`config.mk`:
```
export PLATFORM = sky130hd
export DESIGN_NAME = virtual_irq_list_register_injector
export DESIGN_NICKNAME = d
export VERILOG_FILES = /design/src/rtl/vilri_pkg.sv /design/src/rtl/vilri_lr_store.sv /design/src/rtl/virtual_irq_list_register_injector.sv
export SDC_FILE = /design/constraint.sdc
export NUM_CORES = 1
export LEC_CHECK = 0
export BUFFER_PORTS_ARGS = -buffer_cell sky130_fd_sc_hd__buf_2
export CAP_MARGIN = 20
export CORE_MARGIN = 5
export CORE_UTILIZATION = 60
export CTS_CLUSTER_DIAMETER = 50
export DETAILED_ROUTE_END_ITERATION = 10
export PLACE_DENSITY = 0.78
export SLEW_MARGIN = 20
export SYNTH_ARGS = -nofsm -noshare
export SYNTH_HDL_FRONTEND = slang
export SYNTH_SLANG_ARGS = --single-unit
```
`constraint.sdc`:
```
create_clock -name clk -period 6.5 [get_ports clk]
set_input_delay 0.65 -clock clk [delete_from_list [all_inputs] [get_ports clk]]
set_output_delay 0.65 -clock clk [all_outputs]
set_load 0.01 [all_outputs]
```
`src/rtl/vilri_pkg.sv`:
```
package vilri_pkg;

  localparam int LR_W = 64;

  localparam logic [1:0] KIND_INJECT = 2'd0;
  localparam logic [1:0] KIND_CLEAR  = 2'd1;
  localparam logic [1:0] KIND_QUERY  = 2'd2;

  localparam logic [1:0] ST_DONE   = 2'd0;
  localparam logic [1:0] ST_EXISTS = 2'd1;
  localparam logic [1:0] ST_BUSY   = 2'd2;

  localparam int LR_GROUP1_BIT  = 60;
  localparam int LR_HW_BIT      = 61;
  localparam int LR_PENDING_BIT = 62;
  localparam int LR_PHYS_SHIFT  = 32;

  localparam logic [9:0] SGI_LIMIT     = 10'd16;
  localparam logic [4:0] NUM_LRS_RESET = 5'd4;

  function automatic logic [LR_W-1:0] lr_word(input logic [9:0] id);
    logic [LR_W-1:0] w;
    w = LR_W'(id);
    w[LR_GROUP1_BIT]  = 1'b1;
    w[LR_PENDING_BIT] = 1'b1;
    if (id >= SGI_LIMIT) begin
      w[LR_HW_BIT] = 1'b1;
      w[LR_PHYS_SHIFT +: 10] = id;
    end
    return w;
  endfunction

endpackage

```
`src/rtl/vilri_lr_store.sv`:
```
module vilri_lr_store
  import vilri_pkg::*;
#(
  parameter int DEPTH = 16,
  parameter int AW    = 4
) (
  input  logic            clk,
  input  logic            rst,
  input  logic            clr,
  input  logic            wr_en,
  input  logic [AW-1:0]   wr_addr,
  input  logic [LR_W-1:0] wr_data,
  input  logic            rd_en,
  input  logic [AW-1:0]   rd_addr,
  output logic [LR_W-1:0] rd_data
);

  logic [LR_W-1:0] mem [DEPTH];
  logic [DEPTH-1:0] valid;
  logic [LR_W-1:0] rdata;
  logic            rvalid;

  always_ff @(posedge clk) begin
    if (wr_en) begin
      mem[wr_addr] <= wr_data;
    end
    if (rd_en) begin
      rdata <= mem[rd_addr];
    end
  end

  // valid bits stand in for the all-zero reset and clear of the file
  always_ff @(posedge clk) begin
    if (rst || clr) begin
      valid  <= '0;
      rvalid <= 1'b0;
    end else begin
      if (wr_en) begin
        valid[wr_addr] <= 1'b1;
      end
      if (rd_en) begin
        rvalid <= valid[rd_addr];
      end
    end
  end

  assign rd_data = rvalid ? rdata : '0;

endmodule

```
`src/rtl/virtual_irq_list_register_injector.sv`:
```
// List register injector. Assert start while busy is low to hand in an item;
// the block then holds busy high until the result is out. Inject and query
// items scan the slots in use one per cycle through the single read port of
// the list register memory, min(num_lrs, MAX_LRS) slots in all; clear, unused
// kinds and num_lrs of zero skip the scan. The result is shown for exactly
// one cycle with done high and cannot be held off, so the receiver must take
// it then. A new item may be started in the result cycle. The user must write
// num_lrs through cfg_we/cfg_data only while no item is in progress; the block
// itself does not enforce this.
module virtual_irq_list_register_injector
  import vilri_pkg::*;
#(
  parameter int MAX_LRS = 16
) (
  input  logic        clk,
  input  logic        rst,
  input  logic        cfg_we,
  input  logic [4:0]  cfg_data,
  input  logic        start,
  output logic        busy,
  input  logic [1:0]  kind,
  input  logic [9:0]  irq_id,
  input  logic [15:0] empty_mask,
  output logic        done,
  output logic [1:0]  status,
  output logic [3:0]  slot,
  output logic [63:0] entry_word,
  output logic        any_pending
);

  localparam int IW = (MAX_LRS > 1) ? $clog2(MAX_LRS) : 1;
  localparam int CW = $clog2(MAX_LRS + 1);

  localparam logic [1:0] S_IDLE  = 2'd0;
  localparam logic [1:0] S_SCAN  = 2'd1;
  localparam logic [1:0] S_DRAIN = 2'd2;
  localparam logic [1:0] S_FIN   = 2'd3;

  logic [1:0]      state;
  logic [4:0]      num_lrs;
  logic [1:0]      kind_r;
  logic [9:0]      id_r;
  logic [15:0]     mask_r;
  logic [CW-1:0]   n_r;
  logic [CW-1:0]   idx;
  logic            chk_valid;
  logic [IW-1:0]   chk_idx;
  logic            exists;
  logic            found;
  logic [IW-1:0]   free_slot;
  logic            pend;

  logic [CW-1:0]   n_in_use;
  logic [LR_W-1:0] rd_word;
  logic [LR_W-1:0] new_word;
  logic            rd_en;
  logic            wr_en;
  logic            clr;

  assign n_in_use = (num_lrs > 5'(MAX_LRS)) ? CW'(MAX_LRS) : num_lrs[CW-1:0];
  assign new_word = lr_word(id_r);
  assign busy     = (state != S_IDLE);
  assign rd_en    = (state == S_SCAN);
  assign wr_en    = (state == S_FIN) && (kind_r == KIND_INJECT) && !exists && found;
  assign clr      = (state == S_FIN) && (kind_r == KIND_CLEAR);

  vilri_lr_store #(
    .DEPTH (MAX_LRS),
    .AW    (IW)
  ) u_store (
    .clk     (clk),
    .rst     (rst),
    .clr     (clr),
    .wr_en   (wr_en),
    .wr_addr (free_slot),
    .wr_data (new_word),
    .rd_en   (rd_en),
    .rd_addr (idx[IW-1:0]),
    .rd_data (rd_word)
  );

  always_ff @(posedge clk) begin
    if (rst) begin
      state     <= S_IDLE;
      num_lrs   <= NUM_LRS_RESET;
      done      <= 1'b0;
      chk_valid <= 1'b0;
    end else begin
      if (cfg_we) begin
        num_lrs <= cfg_data;
      end
      done      <= 1'b0;
      chk_valid <= (state == S_SCAN);
      unique case (state)
        S_IDLE: begin
          if (start) begin
            kind_r <= kind;
            id_r   <= irq_id;
            mask_r <= empty_mask;
            n_r    <= n_in_use;
            idx    <= '0;
            if ((kind == KIND_INJECT || kind == KIND_QUERY) && n_in_use != '0) begin
              state <= S_SCAN;
            end else begin
              state <= S_FIN;
            end
          end
        end
        S_SCAN: begin
          idx <= idx + CW'(1);
          if (idx == n_r - CW'(1)) begin
            state <= S_DRAIN;
          end
        end
        S_DRAIN: begin
          state <= S_FIN;
        end
        S_FIN: begin
          done  <= 1'b1;
          state <= S_IDLE;
        end
        default: begin
          state <= S_IDLE;
        end
      endcase
    end
  end

  // slot compare, one read result per cycle
  always_ff @(posedge clk) begin
    chk_idx <= idx[IW-1:0];
    if (state == S_IDLE) begin
      exists    <= 1'b0;
      found     <= 1'b0;
      free_slot <= '0;
      pend      <= 1'b0;
    end else if (chk_valid) begin
      if (mask_r[chk_idx]) begin
        if (!found) begin
          found     <= 1'b1;
          free_slot <= chk_idx;
        end
      end else if (rd_word[31:0] == 32'(id_r)) begin
        exists <= 1'b1;
      end
      if (rd_word[LR_PENDING_BIT]) begin
        pend <= 1'b1;
      end
    end
  end

  always_ff @(posedge clk) begin
    if (state == S_FIN) begin
      status      <= ST_DONE;
      slot        <= '0;
      entry_word  <= '0;
      any_pending <= 1'b0;
      case (kind_r)
        KIND_INJECT: begin
          if (exists) begin
            status <= ST_EXISTS;
          end else if (!found) begin
            status <= ST_BUSY;
          end else begin
            slot       <= 4'(free_slot);
            entry_word <= new_word;
          end
        end
        KIND_QUERY: begin
          any_pending <= pend;
        end
        default: begin
        end
      endcase
    end
  end

  a_done_after_work: assert property (@(posedge clk) disable iff (rst)
    done |-> $past(state) == S_FIN)
    else $error("result strobe without a finished item");

  a_start_takes: assert property (@(posedge clk) disable iff (rst)
    start && !busy |=> busy)
    else $error("accepted item did not raise busy");

  a_fail_zero: assert property (@(posedge clk) disable iff (rst)
    done && status != ST_DONE |-> slot == '0 && entry_word == '0 && !any_pending)
    else $error("failed inject carries payload");

  a_pend_query: assert property (@(posedge clk) disable iff (rst)
    done && any_pending |-> status == ST_DONE && entry_word == '0)
    else $error("pending answer on a non-query result");

  a_write_done: assert property (@(posedge clk) disable iff (rst)
    wr_en |=> done && status == ST_DONE && entry_word[LR_PENDING_BIT])
    else $error("slot write without matching result");

endmodule
```
======== Yosys cells after proc, flatten, opt, wreduce, memory -nomap -nowiden ========
Memories as Yosys holds them, arrays and structs flattened. A register that Yosys moved wholly into a read port is not among the register bits.
Index checks and enable logic that the tools add are counted.
storage, ports and cells
  bits in registers ....................... 209
  RAM bits ................................ 336
  input port bits ......................... 37
  output and inout bits ................... 73
  logic and storage cells ................. 93
  memories kept ........................... 1
operators by class
  $add $sub $neg .......................... 2
  order comparisons ....................... 6
  equality and inequality tests ........... 10
  multiplexer cells ....................... 22
  bitwise operators ....................... 5
  reductions and logical operators ........ 24
memory list
  memory       depth  width  read ports  clocked after Yosys merged registers in  write ports  line                  RTL
  u_store.mem  16     21     1           1                                        1            vilri_lr_store.sv:18  logic [LR_W-1:0] mem [DEPTH];
operator list
  kind                                                                                   number
  63-bit two-way mux                                                                     2
  32-bit by 10-bit equality test with 1-bit output                                       1
  16-bit bitwise OR                                                                      1
  4-bit by 5-bit < comparator with 1-bit output (second input constant)                  3
  3-bit AND reduction                                                                    4
  10-bit by 5-bit greater-or-equal comparator with 1-bit output (second input constant)  1
  10-bit two-way mux                                                                     1
  5-bit two-way mux                                                                      2
  5-bit case mux with 2 select lines                                                     1
  1-bit binary-select mux with 4-bit select                                              2
  2-bit equality test (second input constant)                                            4
  1-bit two-way mux                                                                      8
  2-bit two-way mux                                                                      4
  2-bit case mux with 4 select lines                                                     1
  1-bit logical AND                                                                      6
  2-bit logical NOT                                                                      3
  2-bit AND reduction                                                                    3
  5-bit by 1-bit adder with 5-bit output (second input constant)                         1
  5-bit equality test                                                                    1
  5-bit greater-than comparator (second input constant)                                  1
  5-bit nonzero test                                                                     1
  5-bit by 1-bit subtractor with 5-bit output (second input constant)                    1
  1-bit demux with 4-bit select                                                          1
  2-bit by 1-bit equality test with 1-bit output (second input constant)                 2
  9 further kinds                                                                        14

======== Depth between registers and ports, before layout ========
Gate-level depths: netlist of run 1.
  depth in word-level cells ............... 7
  depth in mapped cells ................... 7
  depth with buffers taken out ............ 7

======== Hierarchy ========
Synthesis of run 1 repeated with hierarchy kept, for this count alone.
unflattened totals
  cell total of the unflattened synthesis .. 1,927
  area, all modules ....................... 45,339.7 sq um
by module, submodules not included
  module                              times used  cells each  area an instance (sq um)  sequential area each (sq um)
  vilri_lr_store                      1           1,628       41,443.5                  33,011.7
  virtual_irq_list_register_injector  1           299         3,896.2                   2,412.3

======== Worst setup path after synthesis of run 1 ========
Ideal clock, no wire load.
  kind .................................... register to register
  from .................................... register state[0]
  to ...................................... memory u_store.mem[0][0] (netlist name) (enable)
  library setup time ...................... 0.392 ns
  arrival ................................. 2.487 ns
  data required time ...................... 6.108 ns
  path slack .............................. 3.620 ns
  cell stages (with the launch flop) ...... 5
  buffers on the path ..................... 0
  clock period less this slack ............ 2.880 ns
  cells stage by stage .................... dfxtp_1 -> ha_1 -> nand2_1 -> or3_1 -> nor3_1
on the way
  longest elaborated chain between the ends .. 6
ends and longest elaborated chain
  item                                     line                                       RTL
  start, declared                          virtual_irq_list_register_injector.sv:39   logic [1:0] state;
  start signal, assigned                   virtual_irq_list_register_injector.sv:84   state <= S_IDLE;
  start signal, assigned                   virtual_irq_list_register_injector.sv:103  state <= S_SCAN;
  start signal, assigned                   virtual_irq_list_register_injector.sv:105  state <= S_FIN;
  2-bit equality test                      virtual_irq_list_register_injector.sv:64   assign wr_en = (state == S_FIN) && (kind_r == KIND_INJECT) && !exists && found;
  1-bit logical AND (3 in series)          virtual_irq_list_register_injector.sv:64
  1-bit two-way mux                        vilri_lr_store.sv:24                       if (wr_en) begin
  1-bit two-way mux (not written as such)  vilri_lr_store.sv:25                       mem[wr_addr] <= wr_data;
  end, declared                            vilri_lr_store.sv:18
Every way passes these cells.

======== Worst setup path after layout of run 1 ========
  from .................................... register idx[0]
  to ...................................... register u_store.rvalid
on the way
  longest elaborated chain between the ends .. 2
ends and longest elaborated chain
  item                                       line                                       RTL
  start, declared                            virtual_irq_list_register_injector.sv:45   logic [CW-1:0] idx;
  start signal, assigned                     virtual_irq_list_register_injector.sv:110  idx <= idx + CW'(1);
  1-bit binary-select mux with 4-bit select  vilri_lr_store.sv:42                       rvalid <= valid[rd_addr];
  1-bit two-way mux (not written as such)    vilri_lr_store.sv:42
  end signal, assigned                       vilri_lr_store.sv:42
  end, declared                              vilri_lr_store.sv:21                       logic rvalid;
Every way passes these cells. The select of a mux whose other input is x is not followed.
A chain may end at the register's enable or synchronous reset.

==> summary.txt, run 1 <==
STA
  • Crit path time final: approximately 2.7 ns
  • Final setup viols: 0
  • RSZ-0062 raised after global routing: no
  • Fmax achieved: between 300 and 400 MHz
  • TNS Setup: 0 ns
  • Final hold violation count: 0
  • Actual slew at the worst max-slew pin: ~1.1 ns
  • Slew headroom: around 26%
  • Final Max Slew Viols: 0
  • Final clock skew: between 0.009 and 0.01 ns
  • Fin crit share: roughly two fifths

Route
  • DR vias/cell: 6.026
  • Residual DRC: 0
  • ANT nets after route: 0
  • Pre-antenna DRT Iters: 5
  • Detailed Route Iter0 Violations: between 500 and 600
  • Wire length per cell: about 24 um
  • Routed WL: 22,260 um
  • Via count: between 5,000 and 6,000

Die
  • Die area: between 20,000 and 25,000 um2
  • Total core area: between 15,000 and 20,000 um2
  • Die W: around 140 um
  • Site row count: about 50
  • Boundary pin count: 110
  • Initial core utilization: approximately three fifths
  • Floorplan die height: approximately 140 um

Setup path
  • Crit Reg-Reg Startpoint: idx[0]
  • R2R cell count: 5
  • WP buf/inv: 1
  • Max stage delay cell, worst path: buf_4
  • Critical R2R Capture: u_store.rvalid
  • Delay of the slowest critical-path stage: around 0.73 ns
  • CP most frequent cell: mux4_2
  • WP data arrival: 3.15 ns
  • WS Path Type: reg2reg
  • Setup crit start: idx[0]
  • Reg2reg setup slack: between 3 and 4 ns
  • Crit path cell chain: buf_4, mux4_2, mux4_2, and3_1, a31o_1
  • Critical Path Start Type: flip-flop
  • CP top delay family: multiplexers
  • Max Fanout on Critical Path: 45
  • Critical Path RT: 6.92 ns
  • CP endpoint kind: flip-flop

Power and ir drop
  • Sw frac: 24.59%
  • Flop pwr share: 51.6%
  • Clock power share: between 30% and 40%
  • Leak: between 0.004 and 0.005 uW
  • Peak VDD IR: about 0.3 mV
  • Power Density: 343.5 nW/um2
  • Switch Pwr: approximately 1000 uW
  • Design internal power: ~3200 uW
  • Comb pwr share: roughly an eighth

Global routing
  • Initial antenna violation count: 0
  • Largest net degree at the start of global routing: around 50
  • Global-route usage over all layers: approximately 22%
  • Vias in the first global route: between 5,000 and 6,000
  • Congestion Overflow GR: 0
  • First-pass GRT wire length: about 35,000 um

Yosys
  • #FFs+latches synth: between 200 and 300
  • Share of the synthesized area in the top cell type: approximately two thirds
  • Cell area after synthesis: 10,860 um2
  • Yosys warnings: 0
  • Cell variety after synth: 50
  • EDFF count, synth: 237
  • Seq/Total Area, Yosys: 72.35%
  • Post-synth top flop: edfxtp_1
  • Gate count of the mapped netlist: 596
  • Async S/R FF share, synth: 0%
  • Top cells by area, synth: edfxtp_1, mux4_2, dfxtp_1
  • Synth area leader: edfxtp_1
  • Synthesized area per cell: approximately 18 um2

Final layout
  • Finished Layout Cells: about 900
  • Fillers: approximately 1,100
  • Post-synthesis to final-layout area growth: 12.26%
  • Share of cells above drive strength 1: about a quarter
  • Final Util: a little under 70%
  • Post-route cell area: ~12,000 um2
  • ANT cells: 0
  • Final-stage net count: ~720

Min path
  • Worst Hold End: mask_r[5]
  • Hold-critical path depth: 1
  • Hold WC Path Type: in2reg
  • Hold_sp: empty_mask[5]

Job
  • Max Cap Viol: 0

Clock network
  • CTS H-tree depth: 1
  • Cts hold-fix bufs: 0
  • Clock-pin slew on the worst setup and hold paths: roughly 0.060 ns
  • Cts repair resizes: 0
  • Post CTS Setup Buffer Count: 0
  • CTS tree: yes
  • CTS buffer count: 27
  • Worst skew pair latency: ~0.53 ns
  • CTS root buf: clkbuf_16
  • Bufs on Longest Clock Path: 3
  • # clock sinks: roughly 270

Placed design
  • Placed Area: roughly 11,000 um2
  • Placed Cells: about 880
  • Placer Congestion: a little under 0.9
  • PortBufs: 68
  • Final HPWL DP: about 14,000 um

Status
  • Status: finished clean
[metal layers]
layer | share of wire, % | up-vias | GRT usage (%)
li1 | - | 2409 | -
met1 | 39 | 2864 | 30.91
met2 | 51 | 270 | 37.82
met3 | 8.2 | 37 | 4.134
met4 | 2.0 | 0 | 4.566
met5 | 0 | - | 0
[worst register-to-register path, delay by kind of cell, from the launching register on]
family                 cells  cell delay (ns)
AO/OA/AOI/OAI              1             0.18
buffers and inverters      1             0.73
flip-flops                 1             0.43
multiplexers               2             1.08
AND/OR/NAND/NOR            1             0.20
[metrics by stage]
stage	hold slack, ns	total power, uW	worst slack (ns)
after global placement	0.4458	2702	3.735
after detailed placement	0.4535	2733	3.647
after global routing	0.2712	4350	3.579
final	0.2918	4188	3.774
after floorplan	0.3427	2564	3.620
after CTS	0.2693	4213	3.608
[kinds of logic (layout without fill, tap and decap cells)]
family	Yosys count	in the layout	synth area share, %
DFF	274	274	72.35
and+or+nand+nor	108	108	5.357
buffers and inverters	79	140	4.297
muxes	69	69	13.16
AOI/OAI and AO/OA	47	47	3.145
xor gates and xnor gates	12	12	0.9677
adders and majority gates	6	6	0.6912
other	1	41	0.03453
[power groups by stage]
stage                     clock network [uW]  registers [uW]  logic (uW)
after CTS                               1510            2160         546
after detailed placement                   0            2190         538
after global placement                     0            2190         516
after global routing                    1590            2170         585
after floorplan                            0            2140         428
final                                   1480            2160         542
[registers in the layout, summed over array words and instances, names as in the netlist, 5 cells and up]
signal,cells
entry_word,22
mask_r,16
n_r,5
u_store.rdata,10
idx,5
num_lrs,5
u_store.mem,160
u_store.valid,16
id_r,10
[how the worst max path moves through the flow]
stage                        end  slack (ns)  cells after the start
6_report          u_store.rvalid        3.77                      5
5_1_grt           u_store.rvalid        3.58                      5
4_1_cts        u_store.mem[8][4]        3.61                      5
3_5_place_dp   u_store.mem[8][4]        3.65                      5
3_3_place_gp      u_store.rvalid        3.74                      5
2_1_floorplan  u_store.mem[0][0]        3.62                      4
[area by class of cell]
cell class	instances	area, um2	area share, %
clock inverters	8	95.09	0.7800
multi-input cells	283	2715	22.27
well taps	229	286.5	2.350
repair buffers	82	445.4	3.654
clock buffers	38	747.0	6.127
inverters	12	45.04	0.3695
flip-flops and latches	274	7858	64.45
[cells in the mapped netlist, types with 7 or more instances]
cell	instances
clkbuf_1	15
mux2i_1	10
mux4_2	59
nor2_1	30
dfxtp_1	37
o21a_1	17
edfxtp_1	237
buf_4	43
nand2_1	12
and2_1	25
nor2b_1	9
inv_1	12
xor2_1	7
[cells in the final DEF, fill, tap and decap left out, types with 12 or more instances in the layout]
cell / count
and2_1: 25
buf_2: 68
buf_4: 14
clkbuf_16: 27
conb_1: 41
dfxtp_1: 37
edfxtp_1: 237
inv_1: 12
mux4_2: 59
nand2_1: 12
nor2_1: 22
o21a_1: 17
Power figures use the tool's default switching activity.
==> run 2, diff against run 1 <==
--- a/config.mk
+++ b/config.mk
@@ -5,13 +5,14 @@
 export SDC_FILE = /design/constraint.sdc
 export NUM_CORES = 1
 export LEC_CHECK = 0
+export ABC_AREA = 1
 export BUFFER_PORTS_ARGS = -buffer_cell sky130_fd_sc_hd__buf_2
 export CAP_MARGIN = 20
 export CORE_MARGIN = 5
-export CORE_UTILIZATION = 60
+export CORE_UTILIZATION = 59
 export CTS_CLUSTER_DIAMETER = 50
 export DETAILED_ROUTE_END_ITERATION = 10
-export PLACE_DENSITY = 0.78
+export PLACE_DENSITY = 0.77
 export SLEW_MARGIN = 20
 export SYNTH_ARGS = -nofsm -noshare
 export SYNTH_HDL_FRONTEND = slang
==> constraint.sdc (replaced) <==
create_clock -name clk -period 2.8 [get_ports clk]
set_input_delay 0.28 -clock clk [delete_from_list [all_inputs] [get_ports clk]]
set_output_delay 0.28 -clock clk [all_outputs]
set_load 0.01 [all_outputs]
==> summary.txt, run 2 <==
STA
  • Actual slew at the worst max-slew pin: around 0.77 ns
  • Final clock skew: 0.01383 ns
  • Final Max Slew Viols: 0
  • Crit path time final: around 2.1 ns
  • TNS Setup: 0 ns
  • Final setup viols: 0
  • Fin crit share: 76.66%
  • Final hold violation count: 0
  • Worst Slack Setup Final: between 0.6 and 0.7 ns
  • Fmax achieved: around 470 MHz
  • RSZ-0062 raised after global routing: no
  • Slew headroom: 48.88%
  • Worst Hold Slack: between 0.03 and 0.04 ns

Yosys
  • Share of the synthesized area in the top cell type: around 63%
  • Cell area after synthesis: between 10,000 and 15,000 um2
  • Cell variety after synth: 35
  • Most common cell in the netlist: edfxtp_1
  • Synth area leader: edfxtp_1
  • Gate count of the mapped netlist: 982
  • #FFs+latches synth: roughly 270
  • Synthesized area per cell: about 12 um2
  • Post-synth top flop: edfxtp_1
  • Seq/Total Area, Yosys: 69.54%
  • Top cells by area, synth: edfxtp_1, dfxtp_1, nor2_1
  • Post-synth top cells: edfxtp_1, nor2_1, nand2_1, o21ai_0, inv_1
  • Async S/R FF share, synth: 0%
  • Yosys warnings: 0
  • EDFF count, synth: around 240

Final layout
  • Number of flip-flops in the largest register: 160
  • Post-route cell area: ~13,000 um2
  • Post-synthesis to final-layout area growth: 15.39%
  • Biggest regs: u_store.mem: 160 flops, entry_word: 22 flops
  • ANT cells: 0
  • Share of cells above drive strength 1: about 15%
  • Most flops, register: u_store.mem
  • Commonest cells after routing, fill and taps aside: edfxtp_1, nor2_1, nand2_1
  • Leading cell type in the layout, fill and taps excluded: edfxtp_1
  • Final-stage net count: roughly 1,100
  • Fillers: ~1,200

Clock network
  • CTS H-tree depth: 1
  • Clock-pin slew on the worst setup and hold paths: 0.06 ns
  • CTS tree: yes
  • CTS root buf: clkbuf_16
  • Cts repair resizes: 0
  • Bufs on Longest Clock Path: 3
  • CTS buffer count: 28
  • # clock sinks: 274
  • Worst skew pair latency: 0.54 ns

Job
  • Max Cap Viol: 0

Setup path
  • Critical Path RT: approximately 2.5 ns
  • Crit path cell chain: inv_1, ha_1, clkinv_1, buf_2
  • Max stage delay cell, worst path: dfxtp_1
  • WS Path Type: reg2out
  • Critical Path Start Type: flip-flop
  • Max Fanout on Critical Path: 9
  • Critical R2R Capture: u_store.rdata[2]
  • WP data arrival: approximately 1.9 ns
  • Reg2reg setup slack: ~0.67 ns
  • R2R cell count: 6
  • Delay of the slowest critical-path stage: approximately 0.34 ns
  • CP endpoint kind: primary output
  • Crit Reg-Reg Startpoint: idx[0]

Route
  • Pre-antenna DRT Iters: 9
  • Detailed Route Iter0 Violations: around 940
  • DR vias/cell: around 5.7
  • Top Metal Used: met4
  • Routed wl met2: between 10,000 and 15,000 um
  • Routed WL: roughly 27,000 um
  • Residual DRC: 0
  • ANT nets after route: 0
  • Met3 routed wirelength: around 2900 um
  • Wire length per cell: 19.81 um
  • Met1 Wirelength: about 11,000 um
  • Via count: about 7,700

Power and ir drop
  • Power Density: between 800 and 900 nW/um2
  • Power, Total: 11,030 uW
  • Leak: ~0.0049 uW
  • Peak VDD IR: 0.7422 mV

Die
  • Die W: 148.4 um
  • Floorplan die height: between 100 and 150 um
  • Die area: about 22,000 um2
  • Boundary pin count: 110
  • Site row count: 50
  • Total core area: about 19,000 um2
  • Initial core utilization: 60.21%

Placed design
  • Final HPWL DP: about 17,000 um
  • Placed Area: between 10,000 and 15,000 um2
  • Pre-CTS WS: about 0.7 ns
  • PortBufs: 68
  • Placer Congestion: 0.9065

Global routing
  • Initial antenna violation count: 0
  • Largest net degree at the start of global routing: 51
  • Global-route usage over all layers: 24.25%
  • Vias in the first global route: around 7,500
  • First-pass GRT wire length: about 41,000 um
  • Congestion Overflow GR: 0

Min path
  • Hold-critical path depth: 3
  • Hold WC Path Type: in2reg
  • Hold_sp: cfg_data[1]
  • Worst Hold End: num_lrs[1]

Status
  • Status: finished clean
==> run 2: changes by cell type after synthesis, moves of 17 or more <==
| cell | previous run | this run |
|---|---|---|
| a21oi_1 | 6 | 25 |
| and2_1 | 25 | 0 |
| inv_1 | 12 | 74 |
| mux4_2 | 59 | 0 |
| nand2_1 | 12 | 116 |
| nand3_1 | 6 | 55 |
| nor2_1 | 30 | 164 |
| nor2_2 | 0 | 17 |
| o21a_1 | 17 | 0 |
| o21ai_0 | 4 | 96 |
| o221ai_1 | 1 | 19 |
| o22ai_1 | 3 | 22 |
==> run 2: cell families (layout without fill, tap and decap cells) <==
kind of cell / after synthesis / in the layout / share of synthesized area, %
xor gates and xnor gates: 3 / 3 / 0.2326
AOI/OAI and AO/OA: 169 / 169 / 8.626
other: 1 / 41 / 0.03319
adders and majority gates: 6 / 6 / 0.6644
DFF: 274 / 274 / 69.54
and+or+nand+nor: 364 / 364 / 13.77
buffers and inverters: 165 / 261 / 7.131
==> run 2: how the worst max path moves through the flow <==
stage                    from                end  slack (ns)  cells after the start
floorplan            state[0]            id_r[0]        0.04                      4
global placement       idx[0]             idx[4]        0.74                      6
detailed placement  kind_r[1]  u_store.mem[8][2]        0.72                      7
CTS                  state[0]               busy        0.65                      4
global route           idx[0]   u_store.rdata[2]        0.50                      6
finish               state[0]               busy        0.65                      4
==> run 2: final cells by class <==
cell class	instances	area [um2]	share of cell area, %
multi-input cells	583	2789	21.39
clock buffers	45	815.8	6.257
well taps	234	292.8	2.245
flip-flops and latches	274	7858	60.26
clock inverters	7	101.3	0.7773
repair buffers	126	868.3	6.660
inverters	83	314.1	2.409
==> run 2: what timing repair did <==
item / 4_1_cts / 5_1_grt
hold endpoints to repair: 31 / 0
hold buffers: 32 / 0
buffers inserted: 0 / 0
==> run 2: power by group <==
part	internal, uW	switching (uW)
clock	2180	1480
sequential	4810	246
combinational	697	1600
total	7690	3330
==> run 2: layer usage <==
layer  up-vias  global-route usage, %
li1       3558                      -
met1      3660                  34.06
met2       458                  39.74
met3        65                  4.418
met4         0                  6.282
met5         -                      0
==> run 2: critical path: cells and delay by family (launching register included) <==
| kind | cells | cell delay, ns |
|---|---|---|
| adder cells (fa/ha/maj) | 1 | 0.29 |
| buffers and inverters | 3 | 0.70 |
| flip-flops | 1 | 0.34 |
==> run 2: per-stage QoR <==
stage                     instances  utilization, %
after floorplan                1022               -
after global placement         1268           62.88
after detailed placement       1268           62.88
after CTS                      1352           69.47
after global routing           1352           69.47
final                          1352           69.47
